==> src/hdl/jsd_pkg.sv <==
// Package for the job sequencing unit: sizes, the job record and the phase codes.
// Used by jsd_cell and job_sequencing_with_deadlines_unit; depends on nothing.
package jsd_pkg;
  localparam int MaxJobs  = 16;
  localparam int MaxSlots = 16;
  localparam int CntW     = $clog2(MaxJobs + 1);
  localparam int IdxW     = $clog2(MaxJobs);
  localparam int SlotW    = $clog2(MaxSlots);
  localparam int DlW      = 5;
  localparam int SumW     = 20;
  localparam logic [SumW-1:0] SumMax = {SumW{1'b1}};

  // One stored job as it travels along the chain. The push bit marks a job
  // that has been moved on by a higher profit during an insertion.
  typedef struct packed {
    logic        vld;
    logic        push;
    logic [7:0]  id;
    logic [DlW-1:0] dl;
    logic [15:0] profit;
  } job_t;

  typedef enum logic [4:0] {
    StIdle   = 5'b00001,
    StSettle = 5'b00010,
    StPlace  = 5'b00100,
    StEmit   = 5'b01000,
    StDone   = 5'b10000
  } state_e;
endpackage

==> src/hdl/job_sequencing_with_deadlines_unit.sv <==
// Top level of the job sequencing unit: sorting chain, slot placer, emitter.
// Depends on jsd_pkg and jsd_cell.
//
//  channel | handshake      | fields
//  job in  | start_i, busy_o | job_id_i job_deadline_i job_profit_i last_job_i
//  result  | res_valid_o    | slot_index_o sched_job_id_o job_valid_o
//          |                | total_profit_o overflow_o last_result_o
//
// A non-final job leaves the unit idle for the next one: it enters cell 0 and
// its insertion moves on one cell per cycle. After the last job the chain
// settles (StSettle), then shifts one job per cycle into the slot placer.
// The slot table is then scanned one slot per cycle up to the last placed slot
// (at most MaxSlots slots; a single empty beat when nothing is placed), and a
// closing state (StDone) follows. Reset clears the chain and slot valid bits
// at once. The receiver cannot stall: each result beat is shown for one cycle.
module job_sequencing_with_deadlines_unit import jsd_pkg::*; (
  input  logic        clk_i,
  input  logic        rst_ni,
  input  logic        start_i,
  output logic        busy_o,
  input  logic [7:0]  job_id_i,
  input  logic [4:0]  job_deadline_i,
  input  logic [15:0] job_profit_i,
  input  logic        last_job_i,
  output logic        res_valid_o,
  output logic [3:0]  slot_index_o,
  output logic [7:0]  sched_job_id_o,
  output logic        job_valid_o,
  output logic [19:0] total_profit_o,
  output logic        overflow_o,
  output logic        last_result_o
);
  state_e state_q, state_d;
  logic [CntW-1:0] cnt_q, cnt_d;
  logic drop_q, drop_d;
  logic [SumW-1:0] sum_q, sum_d;
  logic [IdxW:0] step_q, step_d;
  logic [MaxSlots-1:0] used_q, used_d;
  logic [7:0] sid_q [MaxSlots];
  logic [SlotW-1:0] scan_q, scan_d;
  logic [SlotW:0] left_q, left_d;

  job_t chain_in;
  job_t cell_job [MaxJobs];
  job_t cell_pass [MaxJobs];
  logic accept, ins, shift, clr;

  assign accept = start_i && state_q == StIdle;
  assign busy_o = state_q != StIdle;
  assign ins    = accept && cnt_q < CntW'(MaxJobs);
  assign shift  = state_q == StPlace;
  assign clr    = state_q == StDone;

  always_comb begin
    chain_in.vld    = ins;
    chain_in.push   = 1'b0;
    chain_in.id     = job_id_i;
    chain_in.dl     = job_deadline_i;
    chain_in.profit = job_profit_i;
  end

  // The chain: cell 0 holds the highest profit; shifting moves jobs to 0.
  for (genvar g = 0; g < MaxJobs; g++) begin : g_cell
    job_t prev;
    if (g == 0) begin : g_first
      assign prev = shift ? cell_job[1 % MaxJobs] : chain_in;
    end else if (g == MaxJobs - 1) begin : g_end
      assign prev = shift ? '0 : cell_pass[g-1];
    end else begin : g_mid
      assign prev = shift ? cell_job[g+1] : cell_pass[g-1];
    end
    jsd_cell u_cell (
      .clk_i, .rst_ni, .clr_i(clr), .shift_i(shift),
      .prev_i(prev), .job_o(cell_job[g]), .pass_o(cell_pass[g])
    );
  end

  // Placement of the head job: latest free slot below its clamped deadline.
  job_t head;
  logic [DlW-1:0] dcl;
  logic found;
  logic [SlotW-1:0] fslot;
  logic [SumW:0] sum_add;
  assign head = cell_job[0];
  assign dcl  = (head.dl > DlW'(MaxSlots)) ? DlW'(MaxSlots) : head.dl;
  always_comb begin
    found = 1'b0;
    fslot = '0;
    for (int s = 0; s < MaxSlots; s++) begin
      if (DlW'(s) < dcl && !used_q[s]) begin
        found = 1'b1;
        fslot = SlotW'(s);
      end
    end
  end
  assign sum_add = {1'b0, sum_q} + (SumW+1)'(head.profit);

  // Sequencer.
  always_comb begin
    state_d = state_q;
    cnt_d   = cnt_q;
    drop_d  = drop_q;
    sum_d   = sum_q;
    step_d  = step_q;
    used_d  = used_q;
    scan_d  = scan_q;
    left_d  = left_q;
    unique case (state_q)
      StIdle: begin
        if (accept) begin
          if (ins) cnt_d = cnt_q + 1'b1;
          else drop_d = 1'b1;
          if (last_job_i) begin
            state_d = StSettle;
            step_d  = '0;
            used_d  = '0;
            sum_d   = '0;
            left_d  = '0;
          end
        end
      end
      StSettle: begin
        // Wait until the last insertion has reached the end of the chain.
        step_d = step_q + 1'b1;
        if (step_q == (IdxW+1)'(MaxJobs - 2)) begin
          state_d = StPlace;
          step_d  = '0;
        end
      end
      StPlace: begin
        if (head.vld && found) begin
          used_d[fslot] = 1'b1;
          sum_d  = sum_add[SumW] ? SumMax : sum_add[SumW-1:0];
          left_d = left_q + 1'b1;
        end
        step_d = step_q + 1'b1;
        if (step_q == (IdxW+1)'(MaxJobs - 1)) begin
          state_d = StEmit;
          scan_d  = '0;
        end
      end
      StEmit: begin
        if (left_q == '0) begin
          state_d = StDone;
        end else begin
          if (used_q[scan_q]) left_d = left_q - 1'b1;
          scan_d = scan_q + 1'b1;
          if (used_q[scan_q] && left_q == (SlotW+1)'(1)) state_d = StDone;
        end
      end
      StDone: begin
        state_d = StIdle;
        cnt_d   = '0;
        drop_d  = 1'b0;
      end
      default: state_d = StIdle;
    endcase
  end

  always_ff @(posedge clk_i or negedge rst_ni) begin
    if (!rst_ni) begin
      state_q <= StIdle;
      cnt_q   <= '0;
      drop_q  <= 1'b0;
      sum_q   <= '0;
      step_q  <= '0;
      used_q  <= '0;
      scan_q  <= '0;
      left_q  <= '0;
    end else begin
      state_q <= state_d;
      cnt_q   <= cnt_d;
      drop_q  <= drop_d;
      sum_q   <= sum_d;
      step_q  <= step_d;
      used_q  <= used_d;
      scan_q  <= scan_d;
      left_q  <= left_d;
    end
  end

  // Slot ids are payload and need no reset.
  always_ff @(posedge clk_i) begin
    if (state_q == StPlace && head.vld && found) sid_q[fslot] <= head.id;
  end

  // Result beat, registered.
  logic emit_now, emit_none, is_last;
  assign emit_now  = state_q == StEmit && left_q != '0 && used_q[scan_q];
  assign emit_none = state_q == StEmit && left_q == '0;
  assign is_last   = emit_none || (emit_now && left_q == (SlotW+1)'(1));

  always_ff @(posedge clk_i or negedge rst_ni) begin
    if (!rst_ni) begin
      res_valid_o <= 1'b0;
    end else begin
      res_valid_o <= emit_now || emit_none;
    end
  end

  always_ff @(posedge clk_i) begin
    slot_index_o   <= emit_now ? 4'(scan_q) : 4'd0;
    sched_job_id_o <= emit_now ? sid_q[scan_q] : 8'd0;
    job_valid_o    <= emit_now;
    total_profit_o <= (emit_now && is_last) ? sum_q : '0;
    overflow_o     <= drop_q;
    last_result_o  <= is_last;
  end
endmodule

==> src/hdl/jsd_cell.sv <==
// One cell of the sorting chain: holds one job and swaps with the incoming job.
// Depends on jsd_pkg.
module jsd_cell import jsd_pkg::*; (
  input  logic clk_i,
  input  logic rst_ni,
  input  logic clr_i,
  input  logic shift_i,
  input  job_t prev_i,
  output job_t job_o,
  output job_t pass_o
);
  job_t job_q, job_d;
  job_t pass_q, pass_d;

  // A fresh job takes the cell only from a strictly lower profit, so ties keep
  // arrival order. A job that was pushed on belongs ahead of everything behind
  // it and always takes the cell. The loser moves on one cell per cycle.
  always_comb begin
    job_d  = job_q;
    pass_d = '0;
    if (shift_i) begin
      job_d = prev_i;
    end else if (prev_i.vld) begin
      if (!job_q.vld || prev_i.push || job_q.profit < prev_i.profit) begin
        job_d       = prev_i;
        pass_d      = job_q;
        pass_d.push = 1'b1;
      end else begin
        pass_d = prev_i;
      end
    end
    if (clr_i) job_d.vld = 1'b0;
  end

  always_ff @(posedge clk_i or negedge rst_ni) begin
    if (!rst_ni) begin
      job_q  <= '0;
      pass_q <= '0;
    end else begin
      job_q  <= job_d;
      pass_q <= pass_d;
    end
  end

  assign job_o  = job_q;
  assign pass_o = pass_q;
endmodule
==> config.mk <==
export PLATFORM = sky130hd
export DESIGN_NAME = job_sequencing_with_deadlines_unit
export DESIGN_NICKNAME = d
export VERILOG_FILES = /design/src/hdl/jsd_pkg.sv /design/src/hdl/job_sequencing_with_deadlines_unit.sv /design/src/hdl/jsd_cell.sv
export SDC_FILE = /design/constraint.sdc
export NUM_CORES = 2
export LEC_CHECK = 0
export ABC_AREA = 1
export BUFFER_PORTS_ARGS = -buffer_cell sky130_fd_sc_hd__buf_2
export CORE_MARGIN = 5
export CORE_UTILIZATION = 65
export DETAILED_ROUTE_END_ITERATION = 7
export PLACE_DENSITY = 0.8
export SETUP_SLACK_MARGIN = 0.2
export SYNTH_ARGS = -nofsm -noshare
export SYNTH_HDL_FRONTEND = slang
export SYNTH_SLANG_ARGS = --single-unit
==> constraint.sdc <==
create_clock -name clk_i -period 8.5 [get_ports clk_i]
set_clock_uncertainty 0.05 [all_clocks]
set_input_delay 0.85 -clock clk_i [delete_from_list [all_inputs] [get_ports clk_i]]
set_output_delay 0.85 -clock clk_i [all_outputs]
set_load 0.02 [all_outputs]
Yosys cells after proc, flatten, opt, wreduce, memory -nomap -nowiden
Memory sizes are Yosys's and may differ from the RTL's. A register that Yosys moved wholly into a read port is not among the register bits.
Index checks and enable logic that the tools add are counted.

cells by class
  add/sub/neg operators = 6
  $mul = 0
  divide/modulo/power cells = 0
  order comparisons = 37
  equal/unequal tests = 19
  shift-type cells = 0
  multiplexer cells = 196
  bitwise gates (word level) = 1
  reductions and logical operators = 205

operators with widths
  cell                 number
  $mux 31              109
  $lt 16x16->1         16
  $reduce_bool 3->1    34
  $mux 20              4
  $mux 5               15
  $reduce_bool 2->1    35
  $mux 4               16
  $reduce_and 2->1     32
  $mux 16              3
  $lt 4x5->1 const A   8
  $pmux 20 s2          1
  $mux 1               39
  $logic_or 1x1->1     34
  $logic_not 1->1      33
  $pmux 16 s2          1
  $pmux 5 s3           2
  $logic_and 1x1->1    28
  $add 20x16->21       1
  $lt 3x5->1 const A   4
  $pmux 5 s4           1
  $or 16x16->16        1
  $add 5x1->5 const B  3
  $eq 5x4->1 const B   3
  $ne 2x2->1 const B   7
  other kinds (26)     34

word-level totals
  bits in registers = 1049
  bits in latches = 0
  bits in writable memories = 128
  bits in read-only memories = 0
  output and inout bits = 37
  memories = 1

memories
  memory  words  bits a word  read ports  clocked after Yosys merged registers in  wr ports  line                                      RTL
  sid_q   16     8            1           1                                        1         job_sequencing_with_deadlines_unit.sv:39  logic [7:0] sid_q [MaxSlots];

Longest topological paths before layout
  word-level depth = 26
  gate-level depth with buffers = 24
  depth with buffers taken out = 21

Cells and area by module
From an unflattened synthesis, not the netlist that was laid out.

second synthesis, totals
  cells, all modules = 8043
  area, all modules = 64520.6 um2

modules (own cells, without submodules)
  module                              times used  cells an instance  area an instance (um2)
  jsd_cell (g_cell[13].u_cell ...)    12          340                3014.1
  job_sequencing_with_deadlines_unit  1           2595               16214.3
  jsd_cell (g_cell[0].u_cell ...)     4           342                3034.2

Worst setup path after synthesis
OpenSTA, ideal clock, no wires.

  path type = reg-to-reg
  from = register state_q[0]
  to = register g_cell[13].u_cell.job_q, in the netlist g_cell[13].u_cell.job_o[20]
  setup time = 0.117 ns
  arrival = 3.318 ns
  required time = 8.333 ns
  setup slack = 5.015 ns
  cell stages (with the launch flop) = 22
  buffers on the path = 8
  cell sequence = dfstp_2 > nor2_1 > nand3_2 > buf_6 > buf_6 > buf_4 > buf_6 > buf_2 > buf_4 > mux2i_1 > ha_1 > a21oi_1 > nand3b_1 > a21oi_1 > a2111oi_0 > nand2_1 > nand3_2 > nand2_1 > buf_6 > buf_4 > nand2_1 > nand2_1

between the ends
  cells in the longest elaborated chain, start to end = 6
  elaborated cells between the ends (all ways) = 11
  classes of those cells = 1 x order compare; 1 x eq/ne; 4 x mux; 5 x reduce/logical

ends and longest elaborated chain
  element                                           line                                       RTL
  start, declared                                   job_sequencing_with_deadlines_unit.sv:33   state_e state_q, state_d;
  start signal, assigned                            job_sequencing_with_deadlines_unit.sv:162  state_q <= StIdle;
  start signal, assigned                            job_sequencing_with_deadlines_unit.sv:171  state_q <= state_d;
  $eq 5x3->1 *                                      job_sequencing_with_deadlines_unit.sv:51   assign shift = state_q == StPlace;
  $mux 31                                           job_sequencing_with_deadlines_unit.sv:70   assign prev = shift ? cell_job[g+1] : cell_pass[g-1];
  $lt 16x16->1 or $logic_or 1x1->1 (tied branches)  jsd_cell.sv:24                             if (!job_q.vld || prev_i.push || job_q.profit < prev_i.profit) begin
  $logic_or 1x1->1                                  jsd_cell.sv:24
  $reduce_bool 2->1 (no line)                       -
  $reduce_and 2->1 (no line)                        -
  end signal, assigned                              jsd_cell.sv:40                             job_q <= job_d;
  end, declared                                     jsd_cell.sv:12                             job_t job_q, job_d;

Mark *: on every way between the ends. The rest lies on a longest branch, timed or not. The select of a mux whose other input is x is not followed.
A chain may end at the register's enable or synchronous reset.

==> results by group <==
Synthesis
  – Seq cells post-synth: 1185
  – Post-synthesis xor/xnor area fraction: less than 1%
  – Register area share after synthesis: between 50 and 60%
  – Synth Warn #: 0
  – Synth Area in Adders: around 6%
  – Synthesized netlist cell count: 6254
  – Compound-Gate Fraction of Synth Area: ~15%
  – Syn_area_per_cell: around 9.1 um^2
  – Ys flop type: dfrtp_1
  – Simple-Gate Fraction of Synth Area: roughly 16%
  – Main combinational cell family by area after synthesis: simple AND/OR/NAND/NOR gates
  – Mapped cell area: 56620 um^2
  – Async SR Flop Fraction: around 86%
  – Synthesized Nets: roughly 6600
  – Synth cell types: between 60 and 70
  – Mux cell area share after synthesis: ~4.6%
  – EDFF count, synth: about 130

Clocking
  – Cts bufs inserted: approximately 120
  – # clock sinks: ~1200
  – Clock Tree Buf Depth: 3
  – # Post-CTS Setup Buffers: 0
  – H-Tree Depth: 3
  – Post-CTS Hold Buffers: 0
  – CTS tree: built
  – CTS resizes: 0
  – Clk slew on worst S/H paths: 70 ps
  – CTS root buffer: clkbuf_16
  – Skew-Pair Late Insertion Delay: about 700 ps

Final layout
  – Register area: about 30000 um^2
  – Fin area: slightly above 60000 um^2
  – Antenna Cells: 0
  – Fillers: 6272
  – P&R area growth vs syn: 8.268%
  – Multi-input gate area: between 20000 and 25000 um^2
  – Nets: about 6400
  – Final core occ: a little over two thirds
  – Share of layout cells above drive strength 1: about 6.7%

STA
  – Relative slew margins: around 14%
  – Final period utilization: roughly three fifths
  – Setup tns final: 0 ps
  – Max Slew Vio Count: 0
  – Worst Max-Slew Pin Slew: about 1300 ps
  – RSZ-0062 raised after global routing: false
  – WHS: roughly 150 ps
  – Setup ws final: about 3500 ps
  – Final min period: 5028 ps
  – Hold Vio Cnt, Final: 0
  – Final setup viols: 0
  – Max Fclk: between 150 and 200 MHz

Critical path
  – Worst r2r dst: g_cell[7].u_cell.pass_o[1]$_DFF_PN0_
  – Critical path's slowest cell: buf_4
  – Crit path top cell by count: nor2_1
  – Critical Path AT: roughly 5500 ps
  – CP Launch Type: flip-flop
  – Worst path required time: about 9000 ps
  – CP top delay family: buffers and inverters
  – CP Cell Sequence: nor2_1 -> nand3_4 -> buf_12 -> buf_4 -> mux2i_1 -> ha_1 -> a21oi_1 -> nor2_1 -> a211oi_1 -> o221a_2 -> nand2_1 -> nand2_1 -> buf_4 -> inv_2 -> nor2_1 -> nor2_1
  – Worst-case reg-to-reg path depth: 16
  – CP endpoint kind: flip-flop
  – RR Startpoint: state_q[0]$_DFFE_PN1P_
  – Worst path max stage delay: between 700 and 800 ps
  – Worst Path Max Fanout: approximately 110
  – Buf+Inv Stages, Crit Path: 4
  – Setup CP Type: flip-flop to flip-flop
  – R2r setup slk: ~3500 ps

Placed design
  – Worst slack at placement: about 3500 ps
  – Routability congestion estimate: between 0.8 and 0.9
  – Area post-placement: between 50000 and 60000 um^2
  – Port bufs: 69
  – Dpl hpwl: 92.37 mm

Floorplanning
  – Die area: 93100 um^2
  – Core footprint: between 80000 and 90000 um^2
  – Die X: approximately 310 um
  – Std-Cell Rows: approximately 110
  – Initial Utilization: about two thirds
  – Die Height: around 310 um
  – Top Ports: 70

Routing
  – DRT Pass-1 Iters: 6
  – Total Wirelength: between 100 and 150 mm
  – Drt wl/cell: 18.82 um
  – Vias per cell: 5.971
  – Antenna Nets Post-Route: 0
  – DR vias: roughly 44000
  – 1st-iter DRT viols: 4257
  – DRC: 0

GRT
  – Initial antenna violation count: 0
  – GR Overflow Total: 0
  – Vias in the first global route: around 44000
  – GR Util All Layers: between 20% and 30%
  – First-pass GRT wire length: between 200 and 250 mm
  – Pin count of the biggest net entering global routing: ~170

Pwr
  – PwrDens: approximately 270 nW/um^2
  – Sw Ratio: approximately a third
  – Leakage power: between 20 and 30 nW
  – P_int: approximately 11 mW
  – Logic pwr share: about 25%
  – Max VDD drop: 0.2075 mV
  – Clock Power Share: between 30% and 40%
  – Switch Pwr: approximately 5.7 mW
  – Flop pwr share: around 40%

Min path
  – Class of the worst hold path: input pin to async pin

Run status
  – Outcome: completed

Job
  – Max_cap viols: 0
## worst max-delay path by stage
stage	slack, ps	cells past startpoint	to	start
4_1_cts	3510	16	g_cell[7].u_cell.pass_o[1]$_DFF_PN0_	state_q[0]$_DFFE_PN1P_
5_1_grt	3030	16	g_cell[7].u_cell.pass_o[1]$_DFF_PN0_	state_q[0]$_DFFE_PN1P_
2_1_floorplan	5020	21	g_cell[13].u_cell.job_o[20]$_DFFE_PN0P_	state_q[0]$_DFFE_PN1P_
3_5_place_dp	3540	16	g_cell[7].u_cell.pass_o[13]$_DFF_PN0_	state_q[0]$_DFFE_PN1P_
3_3_place_gp	3590	16	g_cell[7].u_cell.pass_o[1]$_DFF_PN0_	state_q[0]$_DFFE_PN1P_
6_report	3470	16	g_cell[7].u_cell.pass_o[1]$_DFF_PN0_	state_q[0]$_DFFE_PN1P_
## flip-flops by register name, summed over array words and instances, names as in the netlist, 4 cells and up
register / cells
g_cell.u_cell.job_o: 495
state_q: 5
sched_job_id_o: 8
step_q: 5
cnt_q: 5
used_q: 16
scan_q: 4
sum_q: 20
g_cell.u_cell.pass_o: 465
left_q: 5
slot_index_o: 4
total_profit_o: 20
sid_q: 128
## power by group through the flow
stage	combinational (mW)	sequential (mW)	clock (mW)
2_1_floorplan	3.04	6.54	0
3_3_place_gp	3.89	6.76	0
3_5_place_dp	4.00	6.78	0
4_1_cts	4.04	6.68	5.54
5_1_grt	4.59	6.72	5.79
6_report	4.09	6.68	5.49
## metal layers
metal | global-route usage (%) | part of all wire, % | vias up
met4 | 11.73 | 4.4 | 0
met5 | 0 | 0 | -
li1 | - | - | 20810
met2 | 49.91 | 49 | 1600
met1 | 39.73 | 41 | 21390
met3 | 3.759 | 5.6 | 341
## cells in the final DEF (no fill, tap or decap), types with 12 or more instances in the layout
master,Yosys,final
a21oi_1,297,297
o22ai_1,17,17
buf_2,147,68
clkinv_2,0,15
mux2i_1,263,263
a211oi_1,18,18
o21ai_2,26,25
bufinv_16,0,12
edfxtp_1,128,128
a31oi_1,21,21
o21ai_0,1023,1023
nor2_2,4,17
nand4_1,51,51
nor2_1,808,795
dfxtp_1,35,35
inv_2,15,15
nand3_1,160,160
ha_1,265,265
nor3_1,42,41
clkbuf_8,0,26
nand2_1,1127,1127
clkbuf_16,0,125
clkbuf_1,140,28
inv_1,338,338
buf_4,26,39
o21ai_1,113,113
dfrtp_1,1021,1020
or2_2,22,22
## cells by family after synthesis
family | Yosys count
fa+ha+maj | 266
simple gates | 2250
mux | 263
xor+xnor | 10
buf+inv | 710
flops | 1185
compound gates | 1570
## per-stage QoR
stage                     cells  power (mW)
after floorplan            6254       9.581
after global placement     7174       10.64
after detailed placement   7174       10.77
after CTS                  7393       16.26
after global routing       7393       17.10
final                      7393       16.26
## Yosys cell counts (all sizes together) (4+ instances only)
cell	instances	area share [%]
nor2	812	5.4
mux2i	263	4.6
dfrtp	1021	45
nand3b	5	0.066
clkinv	4	0.027
a221oi	6	0.093
nand3	166	1.5
o221ai	9	0.14
buf	201	2.1
o221a	5	0.099
a31oi	21	0.23
edfxtp	128	6.8
or2	29	0.32
dfxtp	35	1.2
a2111oi	9	0.14
ha	265	5.9
xnor2	4	0.062
nor4	5	0.093
clkbuf	151	1.0
nand2	1137	7.6
o22ai	17	0.19
inv	354	2.4
nor3	42	0.37
a21o	9	0.12
xor2	6	0.093
o21ai	1162	10
a211oi	18	0.24
a21oi	300	2.7
nand4	51	0.56
## area by class of cell
class,count,area share [%]
clock buffers,180,5.871
clock inverters,39,0.8675
inverters,358,2.205
multi-input cells,4359,38.21
flip-flops and latches,1185,49.14
well taps,1155,2.358
repair buffers,117,1.351
Power figures use the tool's default switching activity.
